<file path="src/hdl/ivws_pkg.sv">
package ivws_pkg;

  localparam int WORD_W = 32;
  localparam int WIDE_W = 64;
  localparam int DBL_W  = 128;

  // status of an iterative arithmetic unit
  typedef struct packed {
    logic busy;
    logic done;
  } unit_stat_t;

endpackage

</file>
<file path="src/hdl/ivws_div.sv">
// 128-bit restoring divider, one quotient bit per cycle.
module ivws_div (
  input  logic                           clk,
  input  logic                           rst,
  input  logic                           start,
  input  logic [ivws_pkg::DBL_W-1:0]     num,
  input  logic [ivws_pkg::DBL_W-1:0]     den,
  output logic [ivws_pkg::DBL_W-1:0]     quo,
  output ivws_pkg::unit_stat_t           stat
);

  localparam int CW = $clog2(ivws_pkg::DBL_W);

  logic [ivws_pkg::DBL_W-1:0] nsh;
  logic [ivws_pkg::DBL_W-1:0] dv;
  logic [ivws_pkg::DBL_W-1:0] rem;
  logic [CW-1:0]              cnt;
  logic [ivws_pkg::DBL_W:0]   rem_sh;

  assign rem_sh = {rem, nsh[ivws_pkg::DBL_W-1]};

  always_ff @(posedge clk) begin
    stat.done <= 1'b0;
    if (rst) begin
      stat.busy <= 1'b0;
    end else if (start) begin
      nsh       <= num;
      dv        <= den;
      rem       <= '0;
      quo       <= '0;
      cnt       <= '0;
      stat.busy <= 1'b1;
    end else if (stat.busy) begin
      nsh <= {nsh[ivws_pkg::DBL_W-2:0], 1'b0};
      if (rem_sh >= {1'b0, dv}) begin
        rem <= ivws_pkg::DBL_W'(rem_sh - {1'b0, dv});
        quo <= {quo[ivws_pkg::DBL_W-2:0], 1'b1};
      end else begin
        rem <= rem_sh[ivws_pkg::DBL_W-1:0];
        quo <= {quo[ivws_pkg::DBL_W-2:0], 1'b0};
      end
      cnt <= cnt + CW'(1);
      if (cnt == CW'(ivws_pkg::DBL_W - 1)) begin
        stat.busy <= 1'b0;
        stat.done <= 1'b1;
      end
    end
  end

endmodule

</file>
<file path="config.mk">
export PLATFORM = sky130hd
export DESIGN_NAME = ivws_div
export DESIGN_NICKNAME = d
export VERILOG_FILES = /design/src/hdl/ivws_pkg.sv /design/src/hdl/ivws_div.sv
export SDC_FILE = /design/constraint.sdc
export NUM_CORES = 1
export LEC_CHECK = 0
export BUFFER_PORTS_ARGS = -buffer_cell sky130_fd_sc_hd__buf_2
export CAP_MARGIN = 5
export CORE_UTILIZATION = 45
export DETAILED_ROUTE_END_ITERATION = 16
export GPL_ROUTABILITY_DRIVEN = 0
export HOLD_SLACK_MARGIN = 0.08
export PLACE_DENSITY_LB_ADDON = 0.12
export SLEW_MARGIN = 5
export SYNTH_ARGS = -nofsm -noshare
export SYNTH_HDL_FRONTEND = slang
export SYNTH_SLANG_ARGS = --single-unit
</file>
<file path="constraint.sdc">
create_clock -name clk -period 63.8 [get_ports clk]
set_clock_uncertainty 0.05 [all_clocks]
set_input_delay 9.57 -clock clk [delete_from_list [all_inputs] [get_ports clk]]
set_output_delay 9.57 -clock clk [all_outputs]
set_load 0.01 [all_outputs]
</file>
After elaboration in Yosys (flattened, before gate mapping)

Cells that the tools add are included.

Add/subtract/negate cells: 2
Order comparisons: 1
Muxes and demuxes: 10
Reduce and logical (&&, ||, !) cells: 4
Bitwise gates (word level): 2
Equal/unequal tests: 1

Operator list:

| operator                                                      | number |
|---|---|
| 128-bit 2-to-1 mux                                            | 5 |
| 129-bit by 128-bit >= comparator with 1-bit output            | 1 |
| 128-bit subtractor                                            | 1 |
| 7-bit by 1-bit adder with 7-bit output, second input constant | 1 |
| 7-bit equality test, second input constant                    | 1 |
| 7-bit 2-to-1 mux                                              | 1 |
| 2-bit 2-to-1 mux                                              | 2 |
| 2-bit AND reduction                                           | 2 |
| 3-bit OR reduction                                            | 1 |
| 1-bit 2-to-1 mux                                              | 2 |
| 1-bit inverter                                                | 2 |
| 2-bit nonzero test                                            | 1 |

Output and inout bits: 130
Register bits: 521
Word-level logic and storage cells: 27

Longest topological paths before layout

Depth in word-level cells: 4
Depth in mapped cells: 16
Mapped depth without buffers: 15

Worst setup path after synthesis

Ideal clock, no wire load.

Path kind: input port to flip-flop
From: input start
To: register cnt[0], enable pin
Data arrival time: 26.367 ns
Slack: 36.231 ns
Setup time: 1.152 ns
Required time: 62.598 ns
Cell stages on the path: 4
Cells stage by stage: clkbuf_1 -> clkbuf_1 -> nor2_1 -> nor2_1

Cells in the longest elaborated chain, start to end: 2

Ends and longest elaborated chain:

| element                              | RTL line       | RTL |
|---|---|---|
| start, declared                      | ivws_div.sv:5  | `input logic start,` |
| 2-bit nonzero test (no source line)  | --             |  |
| 2-bit AND reduction (no source line) | --             |  |
| end signal, assigned                 | ivws_div.sv:42 | `cnt <= cnt + CW'(1);` |
| end, declared                        | ivws_div.sv:17 | `logic [CW-1:0] cnt;` |

No other way between the ends.
A chain may end at the register's enable or synchronous reset.

Worst setup path in the final report

From: input start
To: register nsh[24] (netlist bit), enable pin

Cells in the longest elaborated chain, start to end: 2

Ends and longest elaborated chain:

| element                              | RTL line       | RTL |
|---|---|---|
| 2-bit nonzero test (no source line)  | --             |  |
| 2-bit AND reduction (no source line) | --             |  |
| end signal, assigned                 | ivws_div.sv:27 | `nsh <= num;` |
| end signal, assigned                 | ivws_div.sv:34 | `nsh <= {nsh[ivws_pkg::DBL_W-2:0], 1'b0};` |
| end, declared                        | ivws_div.sv:14 | `logic [ivws_pkg::DBL_W-1:0] nsh;` |

No other way between the ends.

==> results.json <==
{
  "ir_drop_mv": 0.02347,
  "rsz0062_at_grt": "no",
  "status": "completed",
  "cts_hold_buf": 0,
  "leakage_nw": 13.27,
  "clk_pin_slew_worst_paths_ns": 0.06,
  "antenna_found_initial": 27,
  "clock_latency_ns": 0.64,
  "startpoint_type": "input pin",
  "synthFlopType": "edfxtp_1",
  "finalHoldViolCount": 0,
  "switching_power_mw": 0.2994,
  "synthesis.area_um2": 28980,
  "fmax_ghz": 0.07764,
  "relSlewSlack": 0.1766,
  "final_util": 0.5307,
  "floorplan.die.height_um": 255.8,
  "critPathMaxStageDelay_ns": 0.96,
  "post-cts-setup-buffers": 0,
  "dieArea_um2": 65420,
  "fin_crit_sh": 0.2019,
  "drt_iter0_drc": 1775,
  "seqPwrFrac": 0.423,
  "cap_violations": 0,
  "gr-usage-all-layers": 0.2408,
  "final_cell_count_no_fill": 3916,
  "syn-mean-instance-area_um2": 10.82,
  "grt_pass1_wl_um": 124500,
  "p_per_area_nw_per_um2": 29.81,
  "nNetsFinal": 3400,
  "hpwl_um": 58790,
  "path_cells": "buf_8 > nor2_1 > nor2_4 > buf_4 > buf_4",
  "cts.sinks": 521,
  "hp-class": "reg -> reg",
  "yosys.area.top_type_share": 0.5378,
  "sw_frac_of_total": 0.2989,
  "grt_pass1_vias": 21500,
  "pin_count": 389,
  "p_int_mw": 0.7022,
  "worstSetupPathType": "in -> reg",
  "multi_input_area_um2": 12180,
  "wl_per_cell_um": 20.39,
  "seq_area_um2": 15630,
  "start_util": 0.4578,
  "tightest_slew_ns": 1.235,
  "yosys-top-cells-area": "edfxtp_1 (54%), ha_1 (5.6%), a21oi_1 (5.2%), mux2_2 (5.0%), nand2_1 (4.1%)",
  "drive_gt1_frac": 0.2150,
  "tns_ns": 0,
  "seq_area_frac_synth": 0.5391,
  "grt_overflow_total": 0,
  "filler_cell_count": 5679,
  "netlist_instances": 2678,
  "p_comb_frac": 0.228,
  "num_rows": 92,
  "clockBufferDepth": 3,
  "path_common_cell": "buf_4",
  "cts_tree": "built",
  "p_clk_frac": 0.349,
  "port_buffers": 388,
  "vias_per_cell": 5.590,
  "required_ns": 63.99,
  "place_inst": 3796,
  "detail_route.first_pass.iterations": 5,
  "yosysUniqueCellTypes": 84,
  "maxSlewViolCount": 0,
  "path_max_fanout": 124,
  "via_count": 21890,
  "cts-buffers-inserted": 59,
  "cp_slowest_cell": "buf_4",
  "finalSetupViolations": 0,
  "area_growth_pct": 15.93,
  "cts-root-buf": "clkbuf_16",
  "ys_ff_latch": 521,
  "finalWirelength_um": 79850,
  "async_flop_share": 0,
  "ant_nets": 0,
  "syn-num-nets": 3067,
  "coreArea_um2": 63310,
  "synth-edff-count": 519,
  "die_width_um": 255.8,
  "grt_max_degree": 125,
  "synth_largest_area_cell": "edfxtp_1",
  "route.detailed.drc": 0,
  "h-tree-depth": 2,
  "crit_arrival_ns": 13.07,
  "endpoint_kind": "flop",
  "yosys_warnings": 0,
  "cts_resized": 0,
  "layout_min_cycle_time_ns": 12.88
}
## worst paths after layout
path                       from                      to  depth (start not counted)  slack, ns
max                       start       nsh[24]$_DFFE_PP_                          5      50.92
min          stat[1]$_SDFF_PP0_      stat[0]$_SDFF_PP0_                          1       0.49
max reg2reg     dv[1]$_DFFE_PP_  rem[104]$_SDFFCE_PP0P_                         14      58.28
min reg2reg  stat[1]$_SDFF_PP0_      stat[0]$_SDFF_PP0_                          1       0.49
## area by class of cell
cell class              count  area share
flip-flops and latches    521      0.4650
repair buffers            404     0.06167
clock inverters            37     0.01251
inverters                 173     0.01933
diodes                     10   0.0007448
well taps                 846     0.03150
clock buffers              73     0.04670
multi-input cells        1852      0.3625
## routing by layer
layer	GRT usage	share of wire	vias to the layer above
li1	-	-	10450
met4	0.06371	0.025	28
met5	0	0.0022	-
met2	0.3721	0.44	722
met3	0.06080	0.078	144
met1	0.3365	0.45	10550
## sequential cells by signal (all words and copies together) (netlist names)
name / cells
nsh: 128
stat: 2
quo: 128
cnt: 7
dv: 128
rem: 128
## power by group through the flow
stage / sequential, mW / clock [mW] / combinational (mW)
3_5_place_dp: 0.430 / 0 / 0.226
3_3_place_gp: 0.430 / 0 / 0.223
6_report: 0.424 / 0.349 / 0.229
4_1_cts: 0.424 / 0.357 / 0.227
5_1_grt: 0.427 / 0.370 / 0.253
2_1_floorplan: 0.437 / 0 / 0.163
## cell families after synthesis
| logic type | count (synthesis) | synth area share |
|---|---|---|
| flops | 521 | 0.5391 |
| compound gates | 677 | 0.1433 |
| buf+inv | 305 | 0.04170 |
| fa+ha+maj | 130 | 0.05638 |
| mux | 130 | 0.05043 |
| xor+xnor | 118 | 0.03566 |
| simple gates | 797 | 0.1334 |
## worst max-delay path: cells and delay by family
kind	cells	cell delay, ns
AND/OR/NAND/NOR	2	0.95
buffers and inverters	3	2.36
## through the flow
step,total power [mW],setup WS [ns],hold slack [ns],area [um2]
3_5_place_dp,0.6560,50.25,0.4767,31590
2_1_floorplan,0.6006,36.23,0.4271,28980
3_3_place_gp,0.6532,50.38,0.4649,31590
5_1_grt,1.049,50.64,0.5038,33590
4_1_cts,1.008,50.95,0.4775,33570
6_report,1.002,50.92,0.4878,33600
## placed cells by master (no fill, tap or decap), types with 30 or more instances in the layout
cell	synthesis	routed
inv_1	173	173
edfxtp_1	519	519
buf_2	11	387
xnor2_1	75	75
nor2_1	139	137
clkbuf_16	0	59
nor3_1	30	30
a21o_1	51	51
ha_1	129	129
o21ai_0	122	122
o21bai_1	43	43
nand2_1	313	313
nand4_1	69	69
nor2b_1	137	137
a211oi_1	30	30
mux2_2	128	128
xor2_1	43	43
a21oi_1	300	300
## synth_stat cells (4+ instances only)
cell and number:
xor2_1 43, nor4_1 12, edfxtp_1 519, a41oi_1 4, mux2_2 128, and2_1 6
a21boi_0 6, o21bai_1 43, a211oi_1 30, nand4_1 69, buf_4 8, buf_2 11
a21oi_1 300, inv_1 173, nor3_1 30, a31oi_1 16, nor2b_1 137, o211ai_1 5
nand2b_1 8, and3_1 11, nor2_1 139, o221ai_1 6, or4_1 4, buf_1 7
o21ai_0 122, clkbuf_2 4, or3_1 11, nor4b_1 6, and4_1 11, or2_2 9
ha_1 129, nand3_1 21, clkbuf_1 100, o31ai_1 16, a21o_1 51, xnor2_1 75
o21a_1 24, nand2_1 313
(Power assumes the default switching activity.)
