<file path="src/hdl/ivws_pkg.sv">
package ivws_pkg;

  localparam int WORD_W = 32;
  localparam int WIDE_W = 64;
  localparam int DBL_W  = 128;

  // status of an iterative arithmetic unit
  typedef struct packed {
    logic busy;
    logic done;
  } unit_stat_t;

endpackage

</file>
<file path="src/hdl/ivws_sqrt.sv">
// 128-bit integer square root, one result bit per cycle.
module ivws_sqrt (
  input  logic                           clk,
  input  logic                           rst,
  input  logic                           start,
  input  logic [ivws_pkg::DBL_W-1:0]     rad,
  output logic [ivws_pkg::WIDE_W-1:0]    root,
  output ivws_pkg::unit_stat_t           stat
);

  localparam int CW = $clog2(ivws_pkg::WIDE_W);

  logic [ivws_pkg::DBL_W-1:0] rem;
  logic [ivws_pkg::DBL_W-1:0] res;
  logic [ivws_pkg::DBL_W-1:0] bitv;
  logic [ivws_pkg::DBL_W-1:0] trial;
  logic [CW-1:0]              cnt;

  assign trial = res + bitv;
  assign root  = res[ivws_pkg::WIDE_W-1:0];

  always_ff @(posedge clk) begin
    stat.done <= 1'b0;
    if (rst) begin
      stat.busy <= 1'b0;
    end else if (start) begin
      rem       <= rad;
      res       <= '0;
      bitv      <= ivws_pkg::DBL_W'(1) << (ivws_pkg::DBL_W - 2);
      cnt       <= '0;
      stat.busy <= 1'b1;
    end else if (stat.busy) begin
      if (rem >= trial) begin
        rem <= rem - trial;
        res <= (res >> 1) + bitv;
      end else begin
        res <= res >> 1;
      end
      bitv <= bitv >> 2;
      cnt  <= cnt + CW'(1);
      if (cnt == CW'(ivws_pkg::WIDE_W - 1)) begin
        stat.busy <= 1'b0;
        stat.done <= 1'b1;
      end
    end
  end

endmodule

</file>
<file path="config.mk">
export PLATFORM = sky130hd
export DESIGN_NAME = ivws_sqrt
export DESIGN_NICKNAME = d
export VERILOG_FILES = /design/src/hdl/ivws_pkg.sv /design/src/hdl/ivws_sqrt.sv
export SDC_FILE = /design/constraint.sdc
export NUM_CORES = 1
export LEC_CHECK = 0
export BUFFER_PORTS_ARGS = -buffer_cell sky130_fd_sc_hd__buf_2
export CORE_MARGIN = 5
export CORE_UTILIZATION = 38
export CTS_CLUSTER_DIAMETER = 50
export DETAILED_ROUTE_END_ITERATION = 12
export GPL_ROUTABILITY_DRIVEN = 0
export HOLD_SLACK_MARGIN = 0.1
export SLEW_MARGIN = 20
export SYNTH_ARGS = -nofsm -noshare
export SYNTH_HDL_FRONTEND = slang
export SYNTH_SLANG_ARGS = --single-unit
</file>
<file path="constraint.sdc">
create_clock -name clk -period 22.1 [get_ports clk]
set_input_delay 1.105 -clock clk [delete_from_list [all_inputs] [get_ports clk]]
set_output_delay 1.105 -clock clk [all_outputs]
set_load 0.005 [all_outputs]
</file>
Word-level counts from Yosys, hierarchy flattened

Index checks and enable logic that the tools add are counted.

Register bits: 328
Input bits: 131
Logic and storage cells: 29
Output and inout port bits: 66

Mux-type cells: 10
$lt $le $gt $ge: 1
Equality and inequality tests: 1
$add $sub $neg: 4
Bitwise gates (word level): 2
Reduce and logical (&&, ||, !) cells: 5

Operators by type and width:

| kind                                                          | number |
|---|---|
| 128-bit 2-to-1 mux                                            | 5 |
| 127-bit by 127-bit adder with 128-bit output                  | 1 |
| 128-bit by 127-bit adder with 128-bit output                  | 1 |
| 128-bit >= comparator                                         | 1 |
| 128-bit subtractor                                            | 1 |
| 127-bit 2-to-1 mux                                            | 1 |
| 6-bit by 1-bit adder with 6-bit output, second input constant | 1 |
| 6-bit == test, second input constant                          | 1 |
| 6-bit 2-to-1 mux                                              | 1 |
| 2-bit 2-to-1 mux                                              | 2 |
| 2-bit nonzero test                                            | 2 |
| 3-bit AND reduction                                           | 1 |
| 3-bit OR reduction                                            | 1 |
| 1-bit inverter                                                | 2 |
| 2-bit AND reduction                                           | 1 |
| 1-bit 2-to-1 mux                                              | 1 |

Longest topological paths before layout

Depth in word-level cells: 5
Mapped depth: 30
Mapped depth without buffers: 27

Worst setup path after synthesis

No wires, ideal clock.

Kind: input to register
Start: in start
End: reg rem[0] (netlist bit), enable pin
Cell stages on the path: 5
Required time: 21,290 ps
Arrival: 19,630 ps
Buffers on the path: 2
Library setup time: 810 ps
Setup slack: 1,660 ps
Path through: clkbuf_1 -> clkbuf_1 -> nor2_1 -> nor2_1 -> a21boi_0

Longest elaborated chain between the ends: 2
Elaborated cells between the ends (all ways): 3
Classes of those cells: reduce/logical (3)

Ends and longest elaborated chain:

| element                           | RTL line        | text |
|---|---|---|
| start, declared                   | ivws_sqrt.sv:5  | `input logic start,` |
| 2-bit nonzero test (no line)      | -               |  |
| 3-bit AND reduction (no line) (*) | -               |  |
| end signal, assigned              | ivws_sqrt.sv:27 | `rem <= rad;` |
| end signal, assigned              | ivws_sqrt.sv:34 | `rem <= rem - trial;` |
| end, declared                     | ivws_sqrt.sv:13 | `logic [ivws_pkg::DBL_W-1:0] rem;` |

Mark *: on every way between the ends. The rest lies on a longest branch, timed or not.
A chain may end at the register's enable or synchronous reset.

Worst setup path in the final report

Start: reg res[28] (netlist bit)
End: reg rem[55] (netlist bit), enable pin

Longest elaborated chain between the ends: 4

Ends and longest elaborated chain:

| element                                      | RTL line        | text |
|---|---|---|
| start, declared                              | ivws_sqrt.sv:14 | `logic [ivws_pkg::DBL_W-1:0] res;` |
| start signal, assigned                       | ivws_sqrt.sv:35 | `res <= (res >> 1) + bitv;` |
| start signal, assigned                       | ivws_sqrt.sv:37 | `res <= res >> 1;` |
| 128-bit by 127-bit adder with 128-bit output | ivws_sqrt.sv:19 | `assign trial = res + bitv;` |
| 128-bit >= comparator                        | ivws_sqrt.sv:33 | `if (rem >= trial) begin` |
| 2-bit nonzero test (no line)                 | -               |  |
| 3-bit AND reduction (no line)                | -               |  |

Every way passes these cells.

==> results.rst <==
.. list-table::
   :header-rows: 1

   * - Metric
     - Value
   * - Final setup vio count
     - 0
   * - Worst max-slew margin expressed relative to the limit
     - 18.3%
   * - Crit path setup slack, layout
     - 13.74 ns
   * - Remaining global-route overflow
     - 0
   * - Quantity of hold-fixing buffers added after cts
     - 0
   * - Biggest area consumer among synthesized cells
     - sky130_fd_sc_hd__edfxtp_1
   * - Power Internal
     - 1.87 mW
   * - Leakage power figure
     - 13.9 nW
   * - Fraction of registers with async set or reset after synthesis
     - 0%
   * - Maximum number of pins on one net before global-route repair
     - 128
   * - Mapped Nets
     - 4,648
   * - Clock insertion delay at the later pin of the skew report
     - 0.62 ns
   * - Seq pwr share
     - 27.2%
   * - Wire length of the first global-routing pass
     - 180,000 µm
   * - Crit Path Max Fanout
     - 85
   * - Reg2reg path depth
     - 26
   * - TritonCTS clock tree
     - yes
   * - Dominant delay contributor by cell family on the critical path
     - compound AO/OA/AOI/OAI gates
   * - Total met2 wirelength after detailed routing
     - 58,900 µm
   * - Worst min-delay path category
     - reg2reg
   * - Initial drt markers
     - 2,752
   * - Area contributors post-synth
     - sky130_fd_sc_hd__edfxtp_1, sky130_fd_sc_hd__ha_1, sky130_fd_sc_hd__nand2_1
   * - Clock buffers created by TritonCTS
     - 49
   * - Buffers and inverters on the worst path
     - 4
   * - Least-Margin Pin Slew
     - 1.21 ns
   * - Power per standard cell area
     - 88.0 nW/µm²
   * - Reported max-cap violation count
     - 0
   * - Number of primary I/O pins
     - 197
   * - Net switching power of the design
     - ~1.4 mW
   * - Cell with the largest stage delay on the worst path
     - sky130_fd_sc_hd__buf_4
   * - Required time of the critical path
     - approximately 22 ns
   * - Count of pins over their slew limit
     - 0
   * - Remaining antenna violation count after routing
     - 0
   * - Detailed Place HPWL
     - 94,700 µm
   * - Count of unresolved DRC violations after routing
     - 0
   * - Clock slew at the register clock pins of the worst setup and hold paths
     - roughly 0.060 ns
   * - Area grow syn2layout
     - 8.85%
   * - Crit path DAT
     - 8.66 ns
   * - Synthesized area per cell
     - 8.03 µm²
   * - Cell with the most instances after synthesis
     - sky130_fd_sc_hd__nand2_1
   * - Starting utilization of the core area
     - 38.2%
   * - YS warnings
     - 0
   * - Height of the chip
     - between 300 and 400 µm
   * - Top achievable clock speed
     - about 120 MHz
   * - Yosys top cell area share
     - 28.6%
   * - Final #Nets
     - approximately 4,600
   * - Flop-to-flop setup slack
     - roughly 14 ns
   * - # resized after CTS
     - 0
   * - Sum of negative setup slack
     - 0 ns
   * - Vias
     - approximately 33,000
   * - Total iterations of the first detailed-routing run
     - 6
   * - # port buffers
     - 196
   * - Die Footprint
     - around 96,000 µm²
   * - Final worst path period share
     - between 30% and 40%
   * - Post-synth cell types
     - 100
   * - Hold path cells
     - 1
   * - Global Route Usage Sum
     - 23.6%
   * - Post-layout minimum cycle time
     - 8.36 ns
   * - Number of antenna violations at the first check in global routing
     - 1
   * - Gate Count Post-Synth
     - approximately 4,300
   * - Vias per Instance
     - between 5 and 6
   * - Area of the mapped netlist
     - 34,200 µm²
   * - Fin util
     - 41.5%
   * - Logic pwr share
     - between 40% and 50%
   * - Maximum count of clock buffers along a single path
     - 3
   * - CP most frequent cell
     - sky130_fd_sc_hd__buf_4
   * - Run status
     - complete, no violations
   * - Sinks on the clock net
     - around 330
   * - Total length of routed wires
     - 119,000 µm
   * - CTS root buffer
     - sky130_fd_sc_hd__clkbuf_16
   * - Share of layout cells above drive strength 1
     - 9.53%
   * - Crit. path cell count
     - 26
   * - Most used flip-flop cell after synthesis
     - sky130_fd_sc_hd__edfxtp_1
   * - Total chip power
     - roughly 3.3 mW
   * - Number of global-route vias before repair
     - 31,000
   * - Die outline width
     - 310 µm
   * - Fill count
     - 9,124
   * - Uppermost layer routed
     - met4
   * - Core box area
     - 89,600 µm²
   * - Met3 wire length
     - 7040 µm
   * - Synth cell count leaders
     - sky130_fd_sc_hd__nand2_1, sky130_fd_sc_hd__nor2_1, sky130_fd_sc_hd__o21ai_0
   * - Post-CTS setup buffer count
     - 0
   * - WL per Instance
     - around 22 µm
   * - Level count of the clock H-tree
     - 2
   * - M1 wire length
     - 47,800 µm
   * - Clock power frac
     - about a quarter
   * - Worst setup skew after layout
     - 0.0188 ns
   * - Sequential element share of the synthesized area
     - 28.7%
   * - Worst setup path category
     - reg2reg
   * - Switching power as a share of total power
     - 42.9%
   * - Critical Path Start Type
     - flip-flop
   * - Post-place setup slack
     - 13.90 ns
   * - Final Hold Vio Count
     - 0
   * - Standard-cell row count
     - 110
   * - Setup repair after global routing missed its margin
     - false
   * - Synthesized flop and latch total
     - 328
   * - Highest ir drop seen on vdd
     - around 0.000076 V
   * - Sort of element at the end of the critical path
     - flip-flop
   * - Slowest cell delay on critical path
     - 0.71 ns
   * - EDFF count, synth
     - between 300 and 400
==> path summary, 6_finish.rpt <==
| path | from | to |
|---|---|---|
| setup / recovery | res[28]$_SDFFCE_PP0P_ | rem[55]$_DFFE_PP_ |
| hold / removal | stat[1]$_SDFF_PP0_ | stat[0]$_SDFF_PP0_ |
| setup reg to reg | res[28]$_SDFFCE_PP0P_ | rem[55]$_DFFE_PP_ |
| hold reg to reg | stat[1]$_SDFF_PP0_ | stat[0]$_SDFF_PP0_ |
==> final cells by class <==
cell class | count | area [µm²] | area share, %
Antenna cell | 1 | 2.50 | 0.00672
Clock buffer | 50 | 1230 | 3.30
Clock inverter | 41 | 531 | 1.43
Inverter | 85 | 319 | 0.857
Multi-Input combinational cell | 3563 | 22700 | 61.0
Sequential cell | 328 | 9830 | 26.4
Tap cell | 1176 | 1470 | 3.95
Timing Repair Buffer | 212 | 1120 | 3.02
==> stage by stage <==
| step | hold WS [ns] | std cells | area, µm² |
|---|---|---|---|
| floorplan | 0.509 | 4257 | 34200 |
| global route | 0.538 | 5455 | 37200 |
| CTS | 0.532 | 5455 | 37200 |
| global placement | 0.503 | 5364 | 35500 |
| finish | 0.526 | 5456 | 37200 |
| detailed placement | 0.510 | 5364 | 35500 |
==> state kept, by name (all words and copies together) (netlist names) <==
signal and cells:
bitv 64, cnt 6, rem 128, res 128, stat 2
==> layout by cell type, fill, tap and decap left out, drive strengths merged, types with 30 or more instances in the layout <==
cell	netlist	layout
a211oi	59	59
a21o	126	126
a21oi	344	344
a31o	37	37
a31oi	136	136
and2	45	45
and3	33	33
buf	98	212
clkbuf	183	50
edfxtp	326	326
ha	259	259
inv	85	102
nand2	539	539
nand3	91	91
nand4	149	149
nor2	360	360
nor2b	93	93
nor3	80	80
o21a	30	30
o21ai	380	380
o21bai	96	96
o31ai	30	30
or3	42	42
xnor2	175	175
xor2	167	167
==> kinds of logic after synthesis <==
group | share of synthesized area, %
flip-flops | 28.7
AND/OR/NAND/NOR | 21.6
AO/OA/AOI/OAI | 26.2
adder cells (fa/ha/maj) | 9.54
XOR/XNOR | 8.76
multiplexers | 0.190
buffers and inverters | 4.90
==> routing by layer <==
layer | vias up | track usage (%)
met3 | 248 | 3.06
met4 | 0 | 9.66
met5 | - | 0
met2 | 1100 | 42.5
met1 | 15500 | 28.5
li1 | 15800 | -
==> power by group through the flow <==
| stage | Clock [mW] | Combinational (mW) | Sequential, mW |
|---|---|---|---|
| 3_5_place_dp | 0 | 1.50 | 0.902 |
| 5_1_grt | 0.902 | 1.68 | 0.898 |
| 6_report | 0.856 | 1.53 | 0.891 |
| 4_1_cts | 0.875 | 1.51 | 0.890 |
| 3_3_place_gp | 0 | 1.50 | 0.901 |
| 2_1_floorplan | 0 | 1.15 | 0.860 |
Note: power is estimated with default switching activity, not from simulation.
